===== src/rtl/core/circular_list_cursor_engine_unit_macros.svh =====
// Assertion macros used by the list engine datapath.
// Both macros sample on the rising edge of clk_i and are disabled during reset.
`ifndef CIRCULAR_LIST_CURSOR_ENGINE_UNIT_MACROS_SVH
`define CIRCULAR_LIST_CURSOR_ENGINE_UNIT_MACROS_SVH
`ifndef SYNTHESIS
`define CLCE_ASSERT(name, prop, msg) \
  name: assert property (@(posedge clk_i) disable iff (!rst_ni) (prop)) else $error(msg);
`define CLCE_ASSERT_NEXT(name, ante, cons, msg) \
  name: assert property (@(posedge clk_i) disable iff (!rst_ni) (ante) |=> (cons)) \
    else $error(msg);
`else
`define CLCE_ASSERT(name, prop, msg)
`define CLCE_ASSERT_NEXT(name, ante, cons, msg)
`endif
`endif


===== src/rtl/core/clce_pkg.sv =====
package clce_pkg;

  // Default sizing of the node pool.
  localparam int unsigned POOL_DEPTH_DEF  = 16;
  localparam int unsigned VALUE_WIDTH_DEF = 32;

  // Fixed port field widths.
  localparam int unsigned ACTION_W = 3;
  localparam int unsigned ITEM_W   = 32;
  localparam int unsigned STATUS_W = 2;
  localparam int unsigned COUNT_W  = 5;

  // Action codes; the two unused codes behave as a count request.
  typedef enum logic [ACTION_W-1:0] {
    ACT_APPEND  = 3'd0,
    ACT_PREPEND = 3'd1,
    ACT_FIRST   = 3'd2,
    ACT_NEXT    = 3'd3,
    ACT_REMOVE  = 3'd4,
    ACT_COUNT   = 3'd5
  } clce_action_e;

  // Result status codes.
  typedef enum logic [STATUS_W-1:0] {
    ST_OK        = 2'd0,
    ST_EMPTY     = 2'd1,
    ST_FULL      = 2'd2,
    ST_NO_CURSOR = 2'd3
  } clce_status_e;

  // Commands from the controller to the datapath.
  typedef struct packed {
    logic         load;        // capture the item value of an accepted transfer
    logic         stack_pop;   // read and pop the recycle stack
    logic         alloc;       // write the new node and link it behind the tail
    logic         link_new;    // close the ring through the new node
    logic         at_tail;     // new node becomes the tail, else the head
    logic         cur_first;   // cursor to the head, read its value
    logic         link_fetch;  // read link and value at the cursor
    logic         cur_adv;     // cursor to the fetched link, read its value
    logic         remove;      // unlink the cursor node and recycle it
    logic         respond;     // load the result registers and strobe
    logic         resp_value;  // result carries the last value read
    clce_status_e resp_status;
  } clce_cmd_t;

  // Status from the datapath to the controller.
  typedef struct packed {
    logic nonempty;
    logic cursor_valid;
    logic can_grab;
    logic recycled_avail;
  } clce_stat_t;

endpackage


===== src/rtl/core/clce_datapath.sv =====
module clce_datapath #(
  parameter int unsigned POOL_DEPTH  = clce_pkg::POOL_DEPTH_DEF,
  parameter int unsigned VALUE_WIDTH = clce_pkg::VALUE_WIDTH_DEF
) (
  input  logic                          clk_i,
  input  logic                          rst_ni,
  input  logic [clce_pkg::ITEM_W-1:0]   item_value_i,
  input  clce_pkg::clce_cmd_t           cmd_i,
  output clce_pkg::clce_stat_t          stat_o,
  output logic                          done_o,
  output logic [clce_pkg::STATUS_W-1:0] status_o,
  output logic [clce_pkg::ITEM_W-1:0]   read_value_o,
  output logic [clce_pkg::COUNT_W-1:0]  count_o
);

  `include "circular_list_cursor_engine_unit_macros.svh"

  localparam int unsigned IDX_W = $clog2(POOL_DEPTH);
  localparam int unsigned CNT_W = $clog2(POOL_DEPTH + 1);

  // Node pool and recycle stack memories.
  logic [VALUE_WIDTH-1:0] value_mem [POOL_DEPTH];
  logic [IDX_W-1:0]       link_mem  [POOL_DEPTH];
  logic [IDX_W-1:0]       stack_mem [POOL_DEPTH];

  // List control state.
  logic [IDX_W-1:0] tail_q, head_q, cursor_q, prior_q;
  logic             nonempty_q, cursor_valid_q, from_stack_q, done_q;
  logic [CNT_W-1:0] count_q, top_q, fresh_q;

  // Payload registers.
  logic [VALUE_WIDTH-1:0]          item_q, value_rd_q;
  logic [IDX_W-1:0]                node_q, link_rd_q, stack_rd_q;
  logic [clce_pkg::STATUS_W-1:0]   status_q;
  logic [clce_pkg::ITEM_W-1:0]     read_value_q;
  logic [clce_pkg::COUNT_W-1:0]    count_out_q;

  logic [CNT_W-1:0] top_dec;
  logic             top_room;
  logic [IDX_W-1:0] new_node;
  logic             link_we;
  logic [IDX_W-1:0] link_waddr, link_wdata;
  logic             value_re;
  logic [IDX_W-1:0] value_raddr;
  logic             rm_at_tail, rm_last, rm_tail_is_prior;

  // Allocation: recycled nodes first, then never-used slots.
  assign top_dec  = top_q - CNT_W'(1);
  assign top_room = top_q < CNT_W'(POOL_DEPTH);
  assign new_node = from_stack_q ? stack_rd_q : fresh_q[IDX_W-1:0];

  // Removal cases.
  assign rm_at_tail       = cursor_q == tail_q;
  assign rm_last          = rm_at_tail && (link_rd_q == cursor_q);
  assign rm_tail_is_prior = rm_at_tail || (prior_q == tail_q);

  // Link memory write port selection.
  always_comb begin
    link_we    = 1'b0;
    link_waddr = new_node;
    link_wdata = new_node;
    if (cmd_i.alloc) begin
      link_we    = 1'b1;
      link_waddr = nonempty_q ? tail_q : new_node;
    end else if (cmd_i.link_new) begin
      link_we    = 1'b1;
      link_waddr = node_q;
      link_wdata = head_q;
    end else if (cmd_i.remove) begin
      link_we    = 1'b1;
      link_waddr = prior_q;
      link_wdata = link_rd_q;
    end
  end

  // Value memory read address selection.
  assign value_re = cmd_i.cur_first || cmd_i.cur_adv || cmd_i.link_fetch;
  always_comb begin
    priority if (cmd_i.cur_first) begin
      value_raddr = head_q;
    end else if (cmd_i.cur_adv) begin
      value_raddr = link_rd_q;
    end else begin
      value_raddr = cursor_q;
    end
  end

  // Memories with registered read data.
  always_ff @(posedge clk_i) begin
    if (cmd_i.alloc) begin
      value_mem[new_node] <= item_q;
    end
    if (value_re) begin
      value_rd_q <= value_mem[value_raddr];
    end
    if (link_we) begin
      link_mem[link_waddr] <= link_wdata;
    end
    if (cmd_i.link_fetch) begin
      link_rd_q <= link_mem[cursor_q];
    end
    if (cmd_i.remove && top_room) begin
      stack_mem[top_q[IDX_W-1:0]] <= cursor_q;
    end
    if (cmd_i.stack_pop) begin
      stack_rd_q <= stack_mem[top_dec[IDX_W-1:0]];
    end
  end

  // Payload capture and result registers.
  always_ff @(posedge clk_i) begin
    if (cmd_i.load) begin
      item_q <= VALUE_WIDTH'(item_value_i);
    end
    if (cmd_i.alloc) begin
      node_q <= new_node;
    end
    if (cmd_i.respond) begin
      status_q     <= cmd_i.resp_status;
      read_value_q <= cmd_i.resp_value ? clce_pkg::ITEM_W'(value_rd_q) : '0;
      count_out_q  <= clce_pkg::COUNT_W'(count_q);
    end
  end

  // List pointers, counters and the result strobe.
  always_ff @(posedge clk_i or negedge rst_ni) begin
    if (!rst_ni) begin
      tail_q         <= '0;
      head_q         <= '0;
      cursor_q       <= '0;
      prior_q        <= '0;
      nonempty_q     <= 1'b0;
      cursor_valid_q <= 1'b0;
      from_stack_q   <= 1'b0;
      count_q        <= '0;
      top_q          <= '0;
      fresh_q        <= '0;
      done_q         <= 1'b0;
    end else begin
      done_q <= cmd_i.respond;
      if (cmd_i.load) begin
        from_stack_q <= 1'b0;
      end
      if (cmd_i.stack_pop) begin
        top_q        <= top_dec;
        from_stack_q <= 1'b1;
      end
      if (cmd_i.alloc) begin
        count_q        <= count_q + CNT_W'(1);
        cursor_valid_q <= 1'b0;
        if (!from_stack_q) begin
          fresh_q <= fresh_q + CNT_W'(1);
        end
        if (!nonempty_q) begin
          tail_q     <= new_node;
          head_q     <= new_node;
          nonempty_q <= 1'b1;
        end
      end
      if (cmd_i.link_new) begin
        if (cmd_i.at_tail) begin
          tail_q <= node_q;
        end else begin
          head_q <= node_q;
        end
      end
      if (cmd_i.cur_first) begin
        prior_q        <= tail_q;
        cursor_q       <= head_q;
        cursor_valid_q <= 1'b1;
      end
      if (cmd_i.cur_adv) begin
        prior_q        <= cursor_q;
        cursor_q       <= link_rd_q;
        cursor_valid_q <= 1'b1;
      end
      if (cmd_i.remove) begin
        if (rm_last) begin
          nonempty_q <= 1'b0;
        end else if (rm_at_tail) begin
          tail_q <= prior_q;
        end
        if (rm_tail_is_prior) begin
          head_q <= link_rd_q;
        end
        cursor_q       <= prior_q;
        cursor_valid_q <= 1'b0;
        if (top_room) begin
          top_q <= top_q + CNT_W'(1);
        end
        if (count_q != '0) begin
          count_q <= count_q - CNT_W'(1);
        end
      end
    end
  end

  // Status toward the controller.
  assign stat_o.nonempty       = nonempty_q;
  assign stat_o.cursor_valid   = cursor_valid_q;
  assign stat_o.recycled_avail = top_q != '0;
  assign stat_o.can_grab       = (top_q != '0) || (fresh_q < CNT_W'(POOL_DEPTH));

  assign done_o       = done_q;
  assign status_o     = status_q;
  assign read_value_o = read_value_q;
  assign count_o      = count_out_q;

  // Consistency checks on the list state.
  `CLCE_ASSERT(a_count_matches_list, nonempty_q == (count_q != '0), "count and list flag disagree")
  `CLCE_ASSERT(a_cursor_in_list, cursor_valid_q |-> nonempty_q, "valid cursor on an empty list")
  `CLCE_ASSERT(a_remove_has_cursor, cmd_i.remove |-> (cursor_valid_q && nonempty_q), "remove without cursor")
  `CLCE_ASSERT_NEXT(a_single_strobe, done_q, !done_q, "result strobe held for two cycles")

endmodule


===== src/rtl/core/clce_ctrl.sv =====
module clce_ctrl (
  input  logic                          clk_i,
  input  logic                          rst_ni,
  input  logic                          start,
  input  logic [clce_pkg::ACTION_W-1:0] action_i,
  input  clce_pkg::clce_stat_t          stat_i,
  output clce_pkg::clce_cmd_t           cmd_o,
  output logic                          busy
);

  // Controller states.
  typedef enum logic [7:0] {
    S_IDLE   = 8'b0000_0001,
    S_FETCH  = 8'b0000_0010,
    S_ALLOC  = 8'b0000_0100,
    S_LINK   = 8'b0000_1000,
    S_STEP   = 8'b0001_0000,
    S_READ   = 8'b0010_0000,
    S_REMOVE = 8'b0100_0000,
    S_DONE   = 8'b1000_0000
  } clce_state_e;

  clce_state_e                   state_q, state_d;
  logic [clce_pkg::ACTION_W-1:0] op_q;

  assign busy = state_q != S_IDLE;

  // Next state and datapath commands.
  always_comb begin
    state_d           = state_q;
    cmd_o             = '0;
    cmd_o.resp_status = clce_pkg::ST_OK;
    unique case (state_q)
      S_IDLE: begin
        if (start) begin
          cmd_o.load = 1'b1;
          state_d    = S_FETCH;
        end
      end
      S_FETCH: begin
        unique case (op_q)
          clce_pkg::ACT_APPEND, clce_pkg::ACT_PREPEND: begin
            if (!stat_i.can_grab) begin
              cmd_o.respond     = 1'b1;
              cmd_o.resp_status = clce_pkg::ST_FULL;
              state_d           = S_IDLE;
            end else begin
              cmd_o.stack_pop = stat_i.recycled_avail;
              state_d         = S_ALLOC;
            end
          end
          clce_pkg::ACT_FIRST, clce_pkg::ACT_NEXT: begin
            if (!stat_i.nonempty) begin
              cmd_o.respond     = 1'b1;
              cmd_o.resp_status = clce_pkg::ST_EMPTY;
              state_d           = S_IDLE;
            end else if ((op_q == clce_pkg::ACT_FIRST) || !stat_i.cursor_valid) begin
              cmd_o.cur_first = 1'b1;
              state_d         = S_READ;
            end else begin
              cmd_o.link_fetch = 1'b1;
              state_d          = S_STEP;
            end
          end
          clce_pkg::ACT_REMOVE: begin
            if (!stat_i.nonempty) begin
              cmd_o.respond     = 1'b1;
              cmd_o.resp_status = clce_pkg::ST_EMPTY;
              state_d           = S_IDLE;
            end else if (!stat_i.cursor_valid) begin
              cmd_o.respond     = 1'b1;
              cmd_o.resp_status = clce_pkg::ST_NO_CURSOR;
              state_d           = S_IDLE;
            end else begin
              cmd_o.link_fetch = 1'b1;
              state_d          = S_REMOVE;
            end
          end
          default: begin
            // Count request and unused codes only report the count.
            cmd_o.respond = 1'b1;
            state_d       = S_IDLE;
          end
        endcase
      end
      S_ALLOC: begin
        cmd_o.alloc = 1'b1;
        state_d     = stat_i.nonempty ? S_LINK : S_DONE;
      end
      S_LINK: begin
        cmd_o.link_new = 1'b1;
        cmd_o.at_tail  = op_q == clce_pkg::ACT_APPEND;
        cmd_o.respond  = 1'b1;
        state_d        = S_IDLE;
      end
      S_STEP: begin
        cmd_o.cur_adv = 1'b1;
        state_d       = S_READ;
      end
      S_READ: begin
        cmd_o.respond    = 1'b1;
        cmd_o.resp_value = 1'b1;
        state_d          = S_IDLE;
      end
      S_REMOVE: begin
        cmd_o.remove = 1'b1;
        state_d      = S_DONE;
      end
      S_DONE: begin
        cmd_o.respond    = 1'b1;
        cmd_o.resp_value = op_q == clce_pkg::ACT_REMOVE;
        state_d          = S_IDLE;
      end
      default: begin
        state_d = S_IDLE;
      end
    endcase
  end

  // State register and the action of the accepted transfer.
  always_ff @(posedge clk_i or negedge rst_ni) begin
    if (!rst_ni) begin
      state_q <= S_IDLE;
      op_q    <= clce_pkg::ACT_COUNT;
    end else begin
      state_q <= state_d;
      if (cmd_o.load) begin
        op_q <= action_i;
      end
    end
  end

endmodule


===== src/rtl/core/circular_list_cursor_engine_unit.sv =====
// Each action starts in S_FETCH, where count requests and errors respond; cursor first, or
// a cursor step with no valid cursor, reads in S_READ; a cursor step goes through S_STEP
// and S_READ; append and prepend go through S_ALLOC, then S_LINK or S_DONE; remove goes
// through S_REMOVE, then S_DONE. A new action is taken only in S_IDLE, after the last one
// responds. Results are shown for one cycle on done_o; the receiver cannot stall.
// Asynchronous active-low reset empties the list and invalidates the cursor.
module circular_list_cursor_engine_unit #(
  parameter int unsigned POOL_DEPTH  = clce_pkg::POOL_DEPTH_DEF,
  parameter int unsigned VALUE_WIDTH = clce_pkg::VALUE_WIDTH_DEF
) (
  input  logic                          clk_i,
  input  logic                          rst_ni,
  input  logic                          start,
  output logic                          busy,
  input  logic [clce_pkg::ACTION_W-1:0] action_i,
  input  logic [clce_pkg::ITEM_W-1:0]   item_value_i,
  output logic                          done_o,
  output logic [clce_pkg::STATUS_W-1:0] status_o,
  output logic [clce_pkg::ITEM_W-1:0]   read_value_o,
  output logic [clce_pkg::COUNT_W-1:0]  count_o
);

  clce_pkg::clce_cmd_t  cmd;
  clce_pkg::clce_stat_t stat;

  // Sequencer for each action.
  clce_ctrl u_ctrl (
    .clk_i    (clk_i),
    .rst_ni   (rst_ni),
    .start    (start),
    .action_i (action_i),
    .stat_i   (stat),
    .cmd_o    (cmd),
    .busy     (busy)
  );

  // Node pool, list pointers and result registers.
  clce_datapath #(
    .POOL_DEPTH  (POOL_DEPTH),
    .VALUE_WIDTH (VALUE_WIDTH)
  ) u_datapath (
    .clk_i        (clk_i),
    .rst_ni       (rst_ni),
    .item_value_i (item_value_i),
    .cmd_i        (cmd),
    .stat_o       (stat),
    .done_o       (done_o),
    .status_o     (status_o),
    .read_value_o (read_value_o),
    .count_o      (count_o)
  );

endmodule

===== config.mk =====
export PLATFORM = sky130hd
export DESIGN_NAME = circular_list_cursor_engine_unit
export DESIGN_NICKNAME = d
export VERILOG_FILES = /design/src/rtl/core/clce_pkg.sv /design/src/rtl/core/clce_datapath.sv /design/src/rtl/core/clce_ctrl.sv /design/src/rtl/core/circular_list_cursor_engine_unit.sv
export VERILOG_INCLUDE_DIRS = /design/src /design/src/rtl/core
export SDC_FILE = /design/constraint.sdc
export NUM_CORES = 1
export LEC_CHECK = 0
export BUFFER_PORTS_ARGS = -buffer_cell sky130_fd_sc_hd__buf_2
export CAP_MARGIN = 25
export CORE_ASPECT_RATIO = 2
export CORE_MARGIN = 5
export CORE_UTILIZATION = 25
export DETAILED_ROUTE_END_ITERATION = 10
export GPL_ROUTABILITY_DRIVEN = 0
export HOLD_SLACK_MARGIN = 0.05
export PLACE_DENSITY = 0.44
export SYNTH_ARGS = -nofsm -noshare
export SYNTH_HDL_FRONTEND = slang
export SYNTH_SLANG_ARGS = --single-unit

===== constraint.sdc =====
create_clock -name clk_i -period 5.3 [get_ports clk_i]
set_clock_uncertainty 0.1 [all_clocks]
set_input_delay 1.06 -clock clk_i [delete_from_list [all_inputs] [get_ports clk_i]]
set_output_delay 1.06 -clock clk_i [all_outputs]
set_load 0.03 [all_outputs]

==> results.toml, run 1 <==
[global_route]
grt_pass1_vias = 28138
grtUsageTotal_pct = 15.8
overflow = 0
grt_max_degree = 243
grt_pass1_wl_um = 195000
antenna_found_initial = 3

[setup_path]
worst_setup_path_start_kind = "register"
worstPathArrival_ns = 2.91
cpPeakStageDelay_ns = 0.81
r2r_slack_ns = 1.43
timing.rr.start = "u_ctrl.state_q[1]$_DFFE_PN0P_"
critPathCaptureType = "output port"
path_cells = "or4_1 -> nor4_1 -> inv_1 -> buf_2"
rr_endpoint = "u_datapath.link_mem[14][2]$_DFFE_PP_"
path_buf_inv = 2
crit_slowest_cell = "or4_1"
critical-path-top-delay-family = "simple AND/OR/NAND/NOR gates"
cp_max_fo = 10
path_class = "register to output port"
cp.required_ns = 4.14
r2r_cells = 6

[detailed_routing]
dr.pass1.iters = 8
drc = 0
vias = 28116
via_per_inst = 5.27
wl_per_cell_um = 25.1
drt_iter0_drc = 1998
ant_nets = 0
routed_wl_um = 134000

[synth]
ys_types = 61
synth_area_leaders = "edfxtp_1 (58%), o211ai_1 (6.8%), nand4_1 (4.7%)"
yosysTopAreaCell = "edfxtp_1"
synth_edf_count = 755
synth_top_area_share_pct = 58.1
synth_cells = 3277
ys.flop_type = "edfxtp_1"
synth_seq_cells = 801
yosysWarnings = 0
syn_area_mm2 = 0.0390
synthArstFlopShare_pct = 5.74
syn_area_per_cell_um2 = 11.9
synth.yosys.seq_area_share_pct = 61.0
syn_nets = 3323

[clock_network]
clkTransAtPathRegs_ns = 0.06
clock_latency_ns = 0.67
ctsHoldBuffers = 0
cts.root.buffer_cell = "clkbuf_16"
post_cts_resized = 0
cts_setup_buffers = 0
h-tree-depth = 3
numCtsBuffers = 77
cts_buffer_depth = 3
cts_tree = "built"
clock_sinks = 801

[timing]
final.setup.tns_ns = 0
tightest_slew_ns = 1.15
grt_setup_unrepaired = "no"
fin_ws_ns = 1.23
slew_headroom_pct = 22.1
hold_violations = 0
setup_viol = 0
fmax_mhz = 246
fin_crit_ns = 4.07
maxSlewViolCount = 0
fin_crit_sh_pct = 76.7

[die]
row_count = 205
io_pins = 79
die_w_um = 289
die_height_um = 569
core_mm2 = 0.156
initial_core_util_pct = 25.1
dieArea_mm2 = 0.165

[place]
dp_hpwl_um = 74600
io_buffers = 78
place_ws_ns = 1.43

[final_layout]
syn2layout_area_growth_pct = 14.4
mostFrequentLayoutCells = "edfxtp_1 (755), o211ai_1 (354), nand4_1 (296)"
final_nets = 3250
final_common_cell = "edfxtp_1"
layout-drive-gt1-share_pct = 11.5

[hold_path]
hold_path_depth = 2
worstHoldStart = "u_ctrl.op_q[0]$_DFFE_PN1P_"
min_to = "u_ctrl.op_q[0]$_DFFE_PN1P_"
holdCritPathClass = "register to register"

[power_and_ir_drop]
power_density_mw_per_mm2 = 423
p_leak_nw = 14.2
worst_ir_drop_vdd_mv = 0.294

[run_status]
status = "finished, final reports clean"

[flow_run]
cap_viol_max_count = 0
-- power by group --
part / internal (mW) / switching, mW
Clock: 3.07 / 2.57
Sequential: 7.51 / 0.383
Combinational: 1.88 / 3.46
Total: 12.5 / 6.42
-- how the worst max path moves through the flow --
stage                                       start                               to  slack [ns]  depth (start not counted)
CTS                 u_ctrl.state_q[7]$_DFFE_PN0P_                             busy        1.19                          4
global route        u_ctrl.state_q[7]$_DFFE_PN0P_                             busy        1.10                          4
global placement    u_ctrl.state_q[7]$_DFFE_PN0P_  u_datapath.item_q[30]$_DFFE_PP_        1.45                          5
detailed placement  u_ctrl.state_q[3]$_DFFE_PN0P_  u_datapath.item_q[30]$_DFFE_PP_        1.43                          5
finish              u_ctrl.state_q[7]$_DFFE_PN0P_                             busy        1.23                          4
floorplan           u_ctrl.state_q[6]$_DFFE_PN0P_  u_datapath.count_o[0]$_DFFE_PP_        0.74                          3
-- layout make-up --
class	instances	area [µm²]
antenna	3	7.51
clock buffer	101	2030
clock inverter	40	427
fill	15844	111000
inverter	15	56.3
multi-input combinational	2134	14200
sequential	801	23800
tap	2070	2590
timing repair buffer	175	1570
-- state kept, by name, summed over array words and instances, names as in the netlist, 5 cells and up --
register	cells
u_ctrl.state_q	8
u_datapath.top_q	5
u_datapath.fresh_q	5
u_datapath.stack_mem	64
u_datapath.count_q	5
u_datapath.item_q	32
u_datapath.value_mem	512
u_datapath.count_o	5
u_datapath.read_value_o	32
u_datapath.link_mem	64
u_datapath.value_rd_q	32
-- routing by layer --
layer,routed length (µm),GRT usage [%],share of wire (%),vias to the layer above
li1,-,-,-,12636
met1,52400,18.6,39,14532
met2,70600,28.8,53,713
met3,5260,1.89,3.9,235
met4,5540,6.26,4.1,0
met5,0,0,0,-
-- synthesized netlist by cell type (6+ instances only) --
cell type,instances
xor2_1,12
clkbuf_1,301
and2_1,163
nor4_1,10
a31oi_1,6
mux2i_1,21
dfrtp_1,43
nand3_1,145
o2111ai_1,32
nor3_1,13
nand4_1,296
ha_1,8
o21ai_0,148
nand2_1,196
mux4_2,36
nand4b_1,128
nand2b_1,134
a21oi_1,145
buf_2,10
o211ai_1,354
buf_1,15
mux2_2,15
inv_1,13
nor2_1,71
nor2b_1,129
edfxtp_1,755
xnor2_1,13
-- logic make-up (layout without fill, tap and decap cells) --
logic type,Yosys count,in the layout,synth area share [%]
AO/OA/AOI/OAI,716,716,12.0
flip-flops,801,801,61.0
adder cells (fa/ha/maj),8,8,0.256
XOR/XNOR,25,25,0.561
buffers and inverters,342,331,3.34
multiplexers,72,72,3.05
other,0,3,0
AND/OR/NAND/NOR,1313,1313,19.8
-- worst register-to-register path, cell delays in order (launching register included) --
cell and delay [ns]:
dfrtp_1 0.44, nor4b_1 0.99, a21oi_1 0.19, o31ai_1 0.62, a21o_1 0.24, nand3_1 0.15, nor3b_1 0.76
-- metrics by stage --
stage                     power, mW  instances  cell area (µm²)  hold WS [ns]  utilization (%)
after floorplan                11.3       3277            39000         0.358                -
after global placement         13.3       5190            42100         0.386             27.0
after detailed placement       13.4       5194            42200         0.396             27.1
after CTS                      19.1       5335            44600         0.399             28.7
after global routing           19.8       5337            44700         0.424             28.7
final                          18.9       5339            44700         0.406             28.7
No activity file was read; power rests on OpenSTA's default activity.
==> inputs of run 2 (changes only) <==
clock period = 3.96 ns   (was 5.3 ns; I/O delays follow)
==> run 2 against run 1 <==
Compared with the run above:
- combinational power increased by 35%
- largest cell class unchanged
- flip-flop and latch count unchanged
- clock-buffer cell count increased by 4
- largest power group unchanged
- first-iteration DRC count increased by 9.0%
- sequential share of layout area decreased by 0.98 points
- critical path type is now register to register
- non-clock buffer count increased by 52
- total power increased by 36%
- sequential power increased by 34%
==> results.toml, run 2 (same netlist as run 1, synthesis figures left out) <==
[run_status]
status = "finished, final reports clean"

[setup_path]
path_buf_inv = 3
path_cells = "nor4_2 -> nand4_1 -> buf_4 -> buf_12 -> buf_12 -> o211ai_1 -> nand3_1 -> o211ai_1 -> nand4_1"
cp.required_ns = 4.26
path_class = "register to register"
critPathCaptureType = "register"
worst_setup_path_start_kind = "register"
worstPathArrival_ns = 4.00
crit_slowest_cell = "nor4_2"
critical-path-top-delay-family = "simple AND/OR/NAND/NOR gates"
cpPeakStageDelay_ns = 0.57
cp_max_fo = 188

[die]
die_height_um = 569
initial_core_util_pct = 25.1
core_mm2 = 0.156
row_count = 205
io_pins = 79
dieArea_mm2 = 0.165
die_w_um = 289

[timing]
slew_headroom_pct = 30.7
maxSlewViolCount = 0
hold_violations = 0
fin_crit_sh_pct = 93.6
grt_setup_unrepaired = "no"
final.setup.tns_ns = 0
setup_viol = 0
fin_crit_ns = 3.71
tightest_slew_ns = 1.04
fmax_mhz = 270
whs_ns = 0.134

[detailed_routing]
ant_nets = 0
dr.pass1.iters = 6
drc = 0
drt_iter0_drc = 2178
via_per_inst = 5.23
wl_per_cell_um = 24.8
vias = 28246
routed_wl_um = 134000

[global_route]
grt_pass1_vias = 28458
antenna_found_initial = 7
grt_max_degree = 189
grtUsageTotal_pct = 15.9
grt_pass1_wl_um = 197000
overflow = 0

[power_and_ir_drop]
p_leak_nw = 14.6
power_density_mw_per_mm2 = 564
worst_ir_drop_vdd_mv = 0.322
power_mw = 25.7

[place]
dp_hpwl_um = 76700
placed_area_mm2 = 0.0429
dp.cells = 5246
io_buffers = 78

[final_layout]
mostFrequentLayoutCells = "edfxtp_1 (755), o211ai_1 (354), nand4_1 (296)"
final_common_cell = "edfxtp_1"
multiInputGateArea_mm2 = 0.0142
layout-drive-gt1-share_pct = 13.2
final_nets = 3305
fillCellCount = 15832
design_area_mm2 = 0.0455
regArea_mm2 = 0.0238
final_cells = 5398
syn2layout_area_growth_pct = 16.5
top_register = "u_datapath.value_mem"
largest_reg_flops = 512

[clock_network]
cts.root.buffer_cell = "clkbuf_16"
ctsHoldBuffers = 0
post_cts_resized = 0
numCtsBuffers = 80
clkTransAtPathRegs_ns = 0.07
clock_sinks = 801
cts_setup_buffers = 0
clock_latency_ns = 0.68
cts_tree = "built"
h-tree-depth = 3
cts_buffer_depth = 3

[hold_path]
holdCritPathClass = "primary input to async pin"

[flow_run]
cap_viol_max_count = 0
## run 2: worst paths after layout
kind / end / depth (start not counted) / from / slack [ns]
hold reg to reg: u_ctrl.op_q[0]$_DFFE_PN1P_ / 2 / u_ctrl.op_q[0]$_DFFE_PN1P_ / 0.40
setup reg to reg: u_datapath.value_rd_q[0]$_DFFE_PP_ / 9 / u_ctrl.state_q[7]$_DFFE_PN0P_ / 0.25
max in group asynchronous: u_datapath.prior_q[2]$_DFFE_PN0P_ / 2 / rst_ni / 2.83
setup / recovery: u_datapath.value_rd_q[0]$_DFFE_PP_ / 9 / u_ctrl.state_q[7]$_DFFE_PN0P_ / 0.25
min in group clk_i: u_datapath.item_q[10]$_DFFE_PP_ / 1 / item_value_i[10] / 0.19
hold / removal: u_datapath.fresh_q[4]$_DFFE_PN0P_ / 1 / rst_ni / 0.13
## run 2: power breakdown
| part | switching (mW) | internal (mW) | leakage (nW) |
|---|---|---|---|
| sequential | 0.563 | 10.0 | 7.54 |
| combinational | 4.61 | 2.61 | 5.77 |
| clock | 3.56 | 4.29 | 1.28 |
| total | 8.73 | 16.9 | 14.6 |
## run 2: cell type report
type,count,share of cell area [%]
clock inverters,43,0.984
inverters,15,0.124
diodes,3,0.0165
repair buffers,227,4.95
flip-flops and latches,801,52.4
clock buffers,105,4.74
well taps,2070,5.69
multi-input cells,2134,31.1
## run 2: metrics by stage
| stage | setup WS [ns] | util (%) |
|---|---|---|
| floorplan | 0.246 | - |
| global placement | 0.394 | 27.5 |
| detailed placement | 0.393 | 27.5 |
| CTS | 0.306 | 29.2 |
| global route | 0.137 | 29.2 |
| finish | 0.253 | 29.2 |
## run 2: layer usage
layer  global-route usage, %  vias up  part of all wire [%]
met2                    28.8      687                    52
met5                       0        -                 0.019
met3                    1.86      253                   3.8
met4                    6.50        4                   4.6
li1                        -    12756                     -
met1                    18.8    14546                    39
